==> config.mk <==
export PLATFORM = sky130hd
export DESIGN_NAME = audio_noise_gate
export DESIGN_NICKNAME = d
export VERILOG_FILES = /design/src/rtl/ang_pkg.sv /design/src/rtl/ang_mul.sv /design/src/rtl/audio_noise_gate.sv
export SDC_FILE = /design/constraint.sdc
export NUM_CORES = 2
export LEC_CHECK = 0
export BUFFER_PORTS_ARGS = -buffer_cell sky130_fd_sc_hd__buf_2
export CAP_MARGIN = 5
export CORE_MARGIN = 3
export CORE_UTILIZATION = 25
export DETAILED_ROUTE_END_ITERATION = 6
export GPL_TIMING_DRIVEN = 0
export PLACE_DENSITY_LB_ADDON = 0.05
export SLEW_MARGIN = 20
export SYNTH_ARGS = -nofsm -noshare
export SYNTH_HDL_FRONTEND = slang
export SYNTH_SLANG_ARGS = --single-unit
==> constraint.sdc <==
create_clock -name clock -period 11.9 [get_ports clock]
set_input_delay 0 -clock clock [delete_from_list [all_inputs] [get_ports clock]]
set_output_delay 0 -clock clock [all_outputs]
set_load 0.005 [all_outputs]
==> src/rtl/ang_pkg.sv <==
// Shared constants and register codes for the audio noise gate.
package ang_pkg;

   localparam int CHANNELS_DEF    = 2;
   localparam int SAMPLE_BITS_DEF = 24;

   localparam int CHAN_W     = 1;
   localparam int GAIN_W     = 17;
   localparam int COEF_W     = 16;
   localparam int THR_W      = 24;
   localparam int MUL_B_W    = GAIN_W + 1;
   localparam int CSR_ADDR_W = 3;
   localparam int CSR_DATA_W = 24;

   localparam logic [GAIN_W-1:0] UNITY_GAIN = 17'h10000;

   localparam logic [CSR_ADDR_W-1:0] CSR_GATE_ENABLE   = 3'd0;
   localparam logic [CSR_ADDR_W-1:0] CSR_THRESHOLD     = 3'd1;
   localparam logic [CSR_ADDR_W-1:0] CSR_ATTACK_COEFF  = 3'd2;
   localparam logic [CSR_ADDR_W-1:0] CSR_RELEASE_COEFF = 3'd3;
   localparam logic [CSR_ADDR_W-1:0] CSR_SMOOTH_COEFF  = 3'd4;

   localparam logic [THR_W-1:0]  THRESHOLD_RST = 24'd83886;
   localparam logic [COEF_W-1:0] ATTACK_RST    = 16'd64184;
   localparam logic [COEF_W-1:0] RELEASE_RST   = 16'd65509;
   localparam logic [COEF_W-1:0] SMOOTH_RST    = 16'd64184;

endpackage

==> src/rtl/ang_mul.sv <==
// Shared signed multiplier with a registered floor shift right by sixteen.
module ang_mul #(
   parameter int SAMPLE_BITS = ang_pkg::SAMPLE_BITS_DEF
) (
   input  logic                                 clock,
   input  logic                                 en,
   input  logic signed [SAMPLE_BITS+1:0]        a,
   input  logic signed [ang_pkg::MUL_B_W-1:0]   b,
   output logic signed [SAMPLE_BITS+3:0]        res
);
   import ang_pkg::*;

   localparam int PW = SAMPLE_BITS + 2 + MUL_B_W;

   logic signed [PW-1:0]            prod;
   logic signed [SAMPLE_BITS+3:0]   res_ff;
   logic signed [SAMPLE_BITS+3:0]   res_in;

   assign prod   = a * b;
   assign res_in = prod[PW-1:COEF_W];
   assign res    = res_ff;

   always_ff @(posedge clock) begin
      if (en) begin
         res_ff <= res_in;
      end
   end

endmodule

==> src/rtl/audio_noise_gate.sv <==
// Top level of the per-channel audio noise gate with envelope follower and gain smoothing.
//
//   port group   direction   handshake            contents
//   req_         in          req_valid/ready      channel number and signed sample
//   rsp_         out         rsp_valid/ready      gated sample, gain, level, level flag
//   csr_         in          csr_we               register index and write data
//
// Each item steps through env multiply, env add, gain multiply, gain add, output multiply
// and done before its result enters the output register; no new item is accepted until then;
// one shared multiplier does the envelope, the gain and the output products in turn.
// Per-channel state lives in a small synchronous memory with a valid bit per entry;
// reset clears the valid bits at once, so an unwritten channel reads as zero envelope
// and unity gain. A stalled result holds the last stage until the output register frees.
module audio_noise_gate #(
   parameter int CHANNELS    = ang_pkg::CHANNELS_DEF,
   parameter int SAMPLE_BITS = ang_pkg::SAMPLE_BITS_DEF
) (
   input  logic                                clock,
   input  logic                                reset,
   input  logic                                req_valid,
   output logic                                req_ready,
   input  logic [ang_pkg::CHAN_W-1:0]          req_channel,
   input  logic signed [SAMPLE_BITS-1:0]       req_sample_in,
   output logic                                rsp_valid,
   input  logic                                rsp_ready,
   output logic signed [SAMPLE_BITS-1:0]       rsp_sample_out,
   output logic [ang_pkg::GAIN_W-1:0]          rsp_gate_gain,
   output logic [SAMPLE_BITS-1:0]              rsp_input_level,
   output logic                                rsp_level_valid,
   input  logic                                csr_we,
   input  logic [ang_pkg::CSR_ADDR_W-1:0]      csr_addr,
   input  logic [ang_pkg::CSR_DATA_W-1:0]      csr_wdata
);
   import ang_pkg::*;

   localparam int SB    = SAMPLE_BITS;
   localparam int AW    = SB + 2;
   localparam int RW    = SB + 4;
   localparam int CH_AW = (CHANNELS > 1) ? $clog2(CHANNELS) : 1;
   localparam int CMP_W = (SB > THR_W) ? SB : THR_W;
   localparam int MEM_W = SB + GAIN_W;

   localparam logic [2:0] S_IDLE     = 3'd0;
   localparam logic [2:0] S_ENV_MUL  = 3'd1;
   localparam logic [2:0] S_ENV_ADD  = 3'd2;
   localparam logic [2:0] S_GAIN_MUL = 3'd3;
   localparam logic [2:0] S_GAIN_ADD = 3'd4;
   localparam logic [2:0] S_OUT_MUL  = 3'd5;
   localparam logic [2:0] S_DONE     = 3'd6;

   logic [2:0]              state_ff, state_in;

   logic                    enable_ff, enable_in;
   logic [THR_W-1:0]        thr_ff, thr_in;
   logic [COEF_W-1:0]       attack_ff, attack_in;
   logic [COEF_W-1:0]       release_ff, release_in;
   logic [COEF_W-1:0]       smooth_ff, smooth_in;

   logic [MEM_W-1:0]        mem [CHANNELS];
   logic [CHANNELS-1:0]     vld_ff, vld_in;
   logic [MEM_W-1:0]        rd_data_ff;
   logic                    ent_vld_ff;
   logic                    rd_en;
   logic [CH_AW-1:0]        rd_addr;
   logic                    wr_en;

   logic [CH_AW-1:0]        idx_ff, idx_in;
   logic                    oor_ff, oor_in;
   logic                    act_ff, act_in;
   logic                    ch0_ff, ch0_in;
   logic signed [SB-1:0]    samp_ff, samp_in;
   logic [SB-1:0]           level_ff, level_in;
   logic                    atk_ff, atk_in;
   logic                    tgt_ff, tgt_in;
   logic [SB-1:0]           env_ff, env_in;
   logic [GAIN_W-1:0]       gain_ff, gain_in;

   logic                    rsp_valid_ff, rsp_valid_in;
   logic signed [SB-1:0]    rsp_sample_ff, rsp_sample_in;
   logic [GAIN_W-1:0]       rsp_gain_ff, rsp_gain_in;
   logic [SB-1:0]           rsp_level_ff, rsp_level_in;
   logic                    rsp_lvl_vld_ff, rsp_lvl_vld_in;

   logic                    accept;
   logic                    load_rsp;
   logic                    req_oor;
   logic [SB-1:0]           req_level;
   logic [SB-1:0]           env_cur;
   logic [GAIN_W-1:0]       gain_rd;
   logic                    tgt_now;
   logic signed [SB:0]      env_diff;
   logic signed [GAIN_W:0]  gain_diff;
   logic [RW-1:0]           env_sum;
   logic [RW-1:0]           gain_sum;
   logic                    mul_en;
   logic signed [AW-1:0]    mul_a;
   logic signed [MUL_B_W-1:0] mul_b;
   logic signed [RW-1:0]    mul_res;

   ang_mul #(
      .SAMPLE_BITS (SAMPLE_BITS)
   ) u_mul (
      .clock (clock),
      .en    (mul_en),
      .a     (mul_a),
      .b     (mul_b),
      .res   (mul_res)
   );

   assign req_ready = (state_ff == S_IDLE);
   assign accept    = req_valid && req_ready;
   assign load_rsp  = (state_ff == S_DONE) && (!rsp_valid_ff || rsp_ready);
   assign req_oor   = (int'(req_channel) >= CHANNELS);
   assign req_level = req_sample_in[SB-1] ? (~req_sample_in + 1'b1) : req_sample_in;
   assign rd_en     = accept;
   assign rd_addr   = req_oor ? '0 : CH_AW'(req_channel);
   assign wr_en     = (state_ff == S_GAIN_ADD) && act_ff;

   assign env_cur   = ent_vld_ff ? rd_data_ff[MEM_W-1:GAIN_W] : '0;
   assign gain_rd   = (ent_vld_ff && !oor_ff) ? rd_data_ff[GAIN_W-1:0] : UNITY_GAIN;
   assign tgt_now   = (CMP_W'(env_ff) > CMP_W'(thr_ff));
   assign env_diff  = {1'b0, env_cur} - {1'b0, level_ff};
   assign gain_diff = {1'b0, gain_ff} - (tgt_now ? {1'b0, UNITY_GAIN} : '0);
   assign env_sum   = RW'(level_ff) + mul_res;
   assign gain_sum  = (tgt_ff ? RW'(UNITY_GAIN) : '0) + mul_res;

   always_comb begin
      mul_en = 1'b0;
      mul_a  = '0;
      mul_b  = '0;
      case (state_ff)
         S_ENV_MUL: begin
            mul_en = 1'b1;
            if (CMP_W'(level_ff) > CMP_W'(thr_ff)) begin
               mul_a = AW'(env_diff);
               mul_b = signed'({2'b00, attack_ff});
            end else begin
               mul_a = AW'(signed'({1'b0, env_cur}));
               mul_b = signed'({2'b00, release_ff});
            end
         end
         S_GAIN_MUL: begin
            mul_en = 1'b1;
            mul_a  = AW'(gain_diff);
            mul_b  = signed'({2'b00, smooth_ff});
         end
         S_OUT_MUL: begin
            mul_en = 1'b1;
            mul_a  = AW'(samp_ff);
            mul_b  = signed'({1'b0, gain_ff});
         end
         default: begin
            mul_en = 1'b0;
         end
      endcase
   end

   always_comb begin
      state_in = state_ff;
      case (state_ff)
         S_IDLE:     if (accept) state_in = S_ENV_MUL;
         S_ENV_MUL:  state_in = S_ENV_ADD;
         S_ENV_ADD:  state_in = S_GAIN_MUL;
         S_GAIN_MUL: state_in = S_GAIN_ADD;
         S_GAIN_ADD: state_in = S_OUT_MUL;
         S_OUT_MUL:  state_in = S_DONE;
         S_DONE:     if (load_rsp) state_in = S_IDLE;
         default:    state_in = S_IDLE;
      endcase
   end

   always_comb begin
      enable_in  = enable_ff;
      thr_in     = thr_ff;
      attack_in  = attack_ff;
      release_in = release_ff;
      smooth_in  = smooth_ff;
      if (csr_we) begin
         case (csr_addr)
            CSR_GATE_ENABLE:   enable_in  = csr_wdata[0];
            CSR_THRESHOLD:     thr_in     = csr_wdata[THR_W-1:0];
            CSR_ATTACK_COEFF:  attack_in  = csr_wdata[COEF_W-1:0];
            CSR_RELEASE_COEFF: release_in = csr_wdata[COEF_W-1:0];
            CSR_SMOOTH_COEFF:  smooth_in  = csr_wdata[COEF_W-1:0];
            default:           enable_in  = enable_ff;
         endcase
      end
   end

   always_comb begin
      idx_in   = idx_ff;
      oor_in   = oor_ff;
      act_in   = act_ff;
      ch0_in   = ch0_ff;
      samp_in  = samp_ff;
      level_in = level_ff;
      atk_in   = atk_ff;
      tgt_in   = tgt_ff;
      env_in   = env_ff;
      gain_in  = gain_ff;
      vld_in   = vld_ff;
      if (accept) begin
         idx_in   = rd_addr;
         oor_in   = req_oor;
         act_in   = enable_ff && !req_oor;
         ch0_in   = (req_channel == '0);
         samp_in  = req_sample_in;
         level_in = req_level;
      end
      case (state_ff)
         S_ENV_MUL: begin
            atk_in  = (CMP_W'(level_ff) > CMP_W'(thr_ff));
            gain_in = gain_rd;
         end
         S_ENV_ADD: begin
            env_in = atk_ff ? env_sum[SB-1:0] : mul_res[SB-1:0];
         end
         S_GAIN_MUL: begin
            tgt_in = tgt_now;
         end
         S_GAIN_ADD: begin
            if (act_ff) begin
               gain_in = gain_sum[GAIN_W-1:0];
               vld_in[idx_ff] = 1'b1;
            end
         end
         default: begin
            atk_in = atk_ff;
         end
      endcase
   end

   always_comb begin
      rsp_valid_in   = rsp_valid_ff && !rsp_ready;
      rsp_sample_in  = rsp_sample_ff;
      rsp_gain_in    = rsp_gain_ff;
      rsp_level_in   = rsp_level_ff;
      rsp_lvl_vld_in = rsp_lvl_vld_ff;
      if (load_rsp) begin
         rsp_valid_in   = 1'b1;
         rsp_sample_in  = act_ff ? mul_res[SB-1:0] : samp_ff;
         rsp_gain_in    = gain_ff;
         rsp_level_in   = level_ff;
         rsp_lvl_vld_in = act_ff && ch0_ff;
      end
   end

   always_ff @(posedge clock) begin
      if (rd_en) begin
         rd_data_ff <= mem[rd_addr];
         ent_vld_ff <= vld_ff[rd_addr];
      end
      if (wr_en) begin
         mem[idx_ff] <= {env_ff, gain_sum[GAIN_W-1:0]};
      end
   end

   always_ff @(posedge clock) begin
      if (reset) begin
         state_ff     <= S_IDLE;
         enable_ff    <= 1'b0;
         thr_ff       <= THRESHOLD_RST;
         attack_ff    <= ATTACK_RST;
         release_ff   <= RELEASE_RST;
         smooth_ff    <= SMOOTH_RST;
         vld_ff       <= '0;
         rsp_valid_ff <= 1'b0;
      end else begin
         state_ff     <= state_in;
         enable_ff    <= enable_in;
         thr_ff       <= thr_in;
         attack_ff    <= attack_in;
         release_ff   <= release_in;
         smooth_ff    <= smooth_in;
         vld_ff       <= vld_in;
         rsp_valid_ff <= rsp_valid_in;
      end
   end

   always_ff @(posedge clock) begin
      idx_ff         <= idx_in;
      oor_ff         <= oor_in;
      act_ff         <= act_in;
      ch0_ff         <= ch0_in;
      samp_ff        <= samp_in;
      level_ff       <= level_in;
      atk_ff         <= atk_in;
      tgt_ff         <= tgt_in;
      env_ff         <= env_in;
      gain_ff        <= gain_in;
      rsp_sample_ff  <= rsp_sample_in;
      rsp_gain_ff    <= rsp_gain_in;
      rsp_level_ff   <= rsp_level_in;
      rsp_lvl_vld_ff <= rsp_lvl_vld_in;
   end

   assign rsp_valid       = rsp_valid_ff;
   assign rsp_sample_out  = rsp_sample_ff;
   assign rsp_gate_gain   = rsp_gain_ff;
   assign rsp_input_level = rsp_level_ff;
   assign rsp_level_valid = rsp_lvl_vld_ff;

   a_accept_starts: assert property (@(posedge clock) disable iff (reset)
      (req_valid && req_ready) |=> (state_ff == S_ENV_MUL))
      else $error("accepted item did not start processing");

   a_no_overwrite: assert property (@(posedge clock) disable iff (reset)
      (state_ff == S_DONE && rsp_valid_ff && !rsp_ready)
      |=> (state_ff == S_DONE && $stable(rsp_sample_out) && $stable(rsp_gate_gain)))
      else $error("pending result was overwritten");

   a_gain_bound: assert property (@(posedge clock) disable iff (reset)
      rsp_valid |-> (rsp_gate_gain <= UNITY_GAIN))
      else $error("gain above unity");

endmodule
==> key figures <==
Global routing
  – GRT Util Overall: between 10% and 20%
  – Largest net degree at the start of global routing: 42
  – First-pass GRT wire length: around 180000 um
  – Initial antenna violation count: 9
  – Vias in the first global route: approximately 25000
  – Global route overflow: 0

Clock network
  – Reg clk slew, reported paths: approximately 70 ps
  – Root Buffer: clkbuf_16
  – Clock Sinks: between 300 and 400
  – CTS buffer count: 46
  – Worst skew pair latency: just over 600 ps
  – CTS tree: built
  – Max H-tree Level: 2
  – Clk buf depth: 3

Place
  – IO buf count: 123
  – Area post-placement: roughly 35000 um^2
  – Routability cong.: 0.843
  – Detail Placement HPWL: 104000 um
  – Post-place setup slack: -779 ps

Flow run
  – Max Cap Viol: 0

Layout
  – Synthesis-to-finish area growth: 16.2%
  – Final Cell Area: between 30000 and 40000 um^2
  – Share of post-route cells with drive strength above 1: approximately an eighth
  – Nets: 4013

Floorplanning
  – Starting Density: about a quarter
  – Placement Rows: approximately 130
  – Top-Level Pins: about 130
  – Die area: 133000 um^2
  – Core area: 128000 um^2
  – Die W: 365 um
  – Die H: around 370 um

Timing
  – Measured slew at the worst slew-check pin: 1160 ps
  – Setup TNS: 0 ps
  – Final Setup Violations: 0
  – Clk_skew: roughly 30 ps
  – Number of hold violations in the final report: 0
  – Min cycle time layout: roughly 11000 ps
  – Final Max Tran Viols: 0
  – Slew headroom: between 20 and 25%
  – Highest clock rate: about 89 MHz
  – Setup slack after layout: roughly 680 ps
  – RSZ-0062 raised after global routing: no
  – Tcrit/Tclk final: between 90% and 100%

Routing
  – WL per Instance: 24.9 um
  – Drt pass-1 iters: 7
  – Total number of vias: between 20000 and 25000
  – Vias per cell: 4.62
  – Final ANT Viol Nets: 0
  – DR iter-0 viols: between 1500 and 2000
  – DRC viols: 0
  – Routed wire length: 126000 um

Logic synthesis
  – Syn Area/Cell: approximately 10 um^2
  – Async set or reset register ratio after synthesis: 0%
  – Leading area contributor after synthesis: edfxtp_1
  – Mapped Area: between 30000 and 40000 um^2
  – Synth cell types: between 70 and 80
  – Post-synth top cells: inv_1, fa_1, nand2_1
  – Top-count cell post-synth: inv_1
  – Syn Inst Count: slightly above 3000
  – Sequential cell area fraction in the yosys report: approximately a third
  – Synth Flop Type: edfxtp_1
  – Number of synthesized flops with an enable pin: roughly 310
  – Synth top area share: around 29%
  – Synth warnings: 0
  – #FFs+latches synth: 386
  – Area contributors post-synth: edfxtp_1, fa_1, ha_1
  – Post-Syn Nets: about 3800

Critical path
  – CP max FO: 19
  – Setup CP Type: flop to flop
  – Worst Setup End Kind: flop
  – WP data arrival: about 12000 ps
  – Critical Path Most Common Cell: fa_1
  – Critical Path Source Type: flop
  – Critical-path top delay cell: edfxtp_1
  – CP peak stage delay: approximately 650 ps
  – Worst path required time: ~12000 ps
  – FF-to-FF path depth: 36

Worst hold path
  – Hold/Removal Path Class: primary input to flop
  – Cells on Worst Hold Path: 2

Power
  – P_leak: 15.8 nW
  – Max VDD drop: 0.0920 mV
  – Pwr Density: about 120 nW/um^2

Outcome
  – Status: complete, no violations
## stage by stage
stage | instances | hold slack (ps) | util, % | total power, mW
after floorplan | 3113 | 91.5 | - | 2.52
after global placement | 4898 | 198 | 27.4 | 3.10
after detailed placement | 4921 | 198 | 27.7 | 3.11
after CTS | 5069 | 64.2 | 29.3 | 4.61
after global routing | 5070 | 97.0 | 29.3 | 4.80
final | 5070 | 137 | 29.3 | 4.53
## power by group
part           switching, mW  total, mW  internal [mW]  leakage (nW)
Combinational          0.907       1.41          0.507          11.6
Sequential            0.0986       1.67           1.57          3.48
Clock                  0.629       1.45          0.819         0.743
## layout make-up
type / count / area [um^2]
diodes: 1 / 2.50
plain buffers: 111 / 467
clock buffers: 66 / 1320
clock inverters: 20 / 181
fillers: 13300 / 90300
inverters: 540 / 2030
multi-input cells: 2075 / 19100
flip-flops and latches: 386 / 10800
well taps: 1662 / 2080
repair buffers: 209 / 1530
## final timing paths
check,startpoint,end,slack (ps)
worst max-delay path,ent_vld_ff$_DFFE_PP_,u_mul.res[23]$_DFFE_PP_,680
worst min-delay path,req_channel,idx_ff$_DFFE_PP_,140
worst max register to register,ent_vld_ff$_DFFE_PP_,u_mul.res[23]$_DFFE_PP_,680
worst min register to register,thr_ff[17]$_SDFFE_PP0P_,thr_ff[17]$_SDFFE_PP0P_,460
## worst max-delay path, delay by kind of cell, from the launching register on
kind / cells / cell delay (ps)
AO/OA/AOI/OAI: 14 / 3850
XOR/XNOR: 2 / 330
adder cells (fa/ha/maj): 9 / 4010
buffers and inverters: 7 / 1190
flip-flops: 1 / 650
AND/OR/NAND/NOR: 4 / 880
## metal layers
metal / global-route usage [%] / up-vias / wire (um)
met1: 28.0 / 12000 / 61400
met4: 3.26 / 2 / 2220
met2: 30.5 / 635 / 56700
met3: 2.23 / 124 / 5790
met5: 0 / - / 11
li1: - / 10600 / -
## logic make-up after synthesis
family	synth area share, %
and+or+nand+nor	12.3
DFF	33.5
buffers and inverters	7.73
xor gates and xnor gates	2.61
adders and majority gates	32.0
AOI/OAI and AO/OA	8.24
muxes	3.73
## registers in the layout, summed over array words and instances (netlist names), 2 cells and up
register / flops
rd_data_ff: 41
env_ff: 24
level_ff: 23
mem: 82
release_ff: 16
rsp_gate_gain: 17
state_ff: 3
gain_ff: 17
vld_ff: 2
u_mul.res: 24
rsp_input_level: 24
smooth_ff: 16
thr_ff: 24
rsp_sample_out: 24
samp_ff: 24
attack_ff: 16
## placed cells by master, fill, tap and decap left out, drive strengths merged, types with 94 or more instances in the layout
master	count
o21ai	102
buf	182
clkbuf	145
fa	396
ha	191
nand2	364
a21oi	94
edfxtp	307
nor2	296
inv	545
## repair_timing
item                                   in CTS  in global routing
pin swaps                                   2                  0
cloned                                      0                  0
setup endpoints to repair                  15                  1
resized for setup                           5                  2
endpoints found under the hold margin     122                  0
hold buffers                               58                  0
setup buffers                               5                  0
Note: power is estimated with default switching activity, not from simulation.
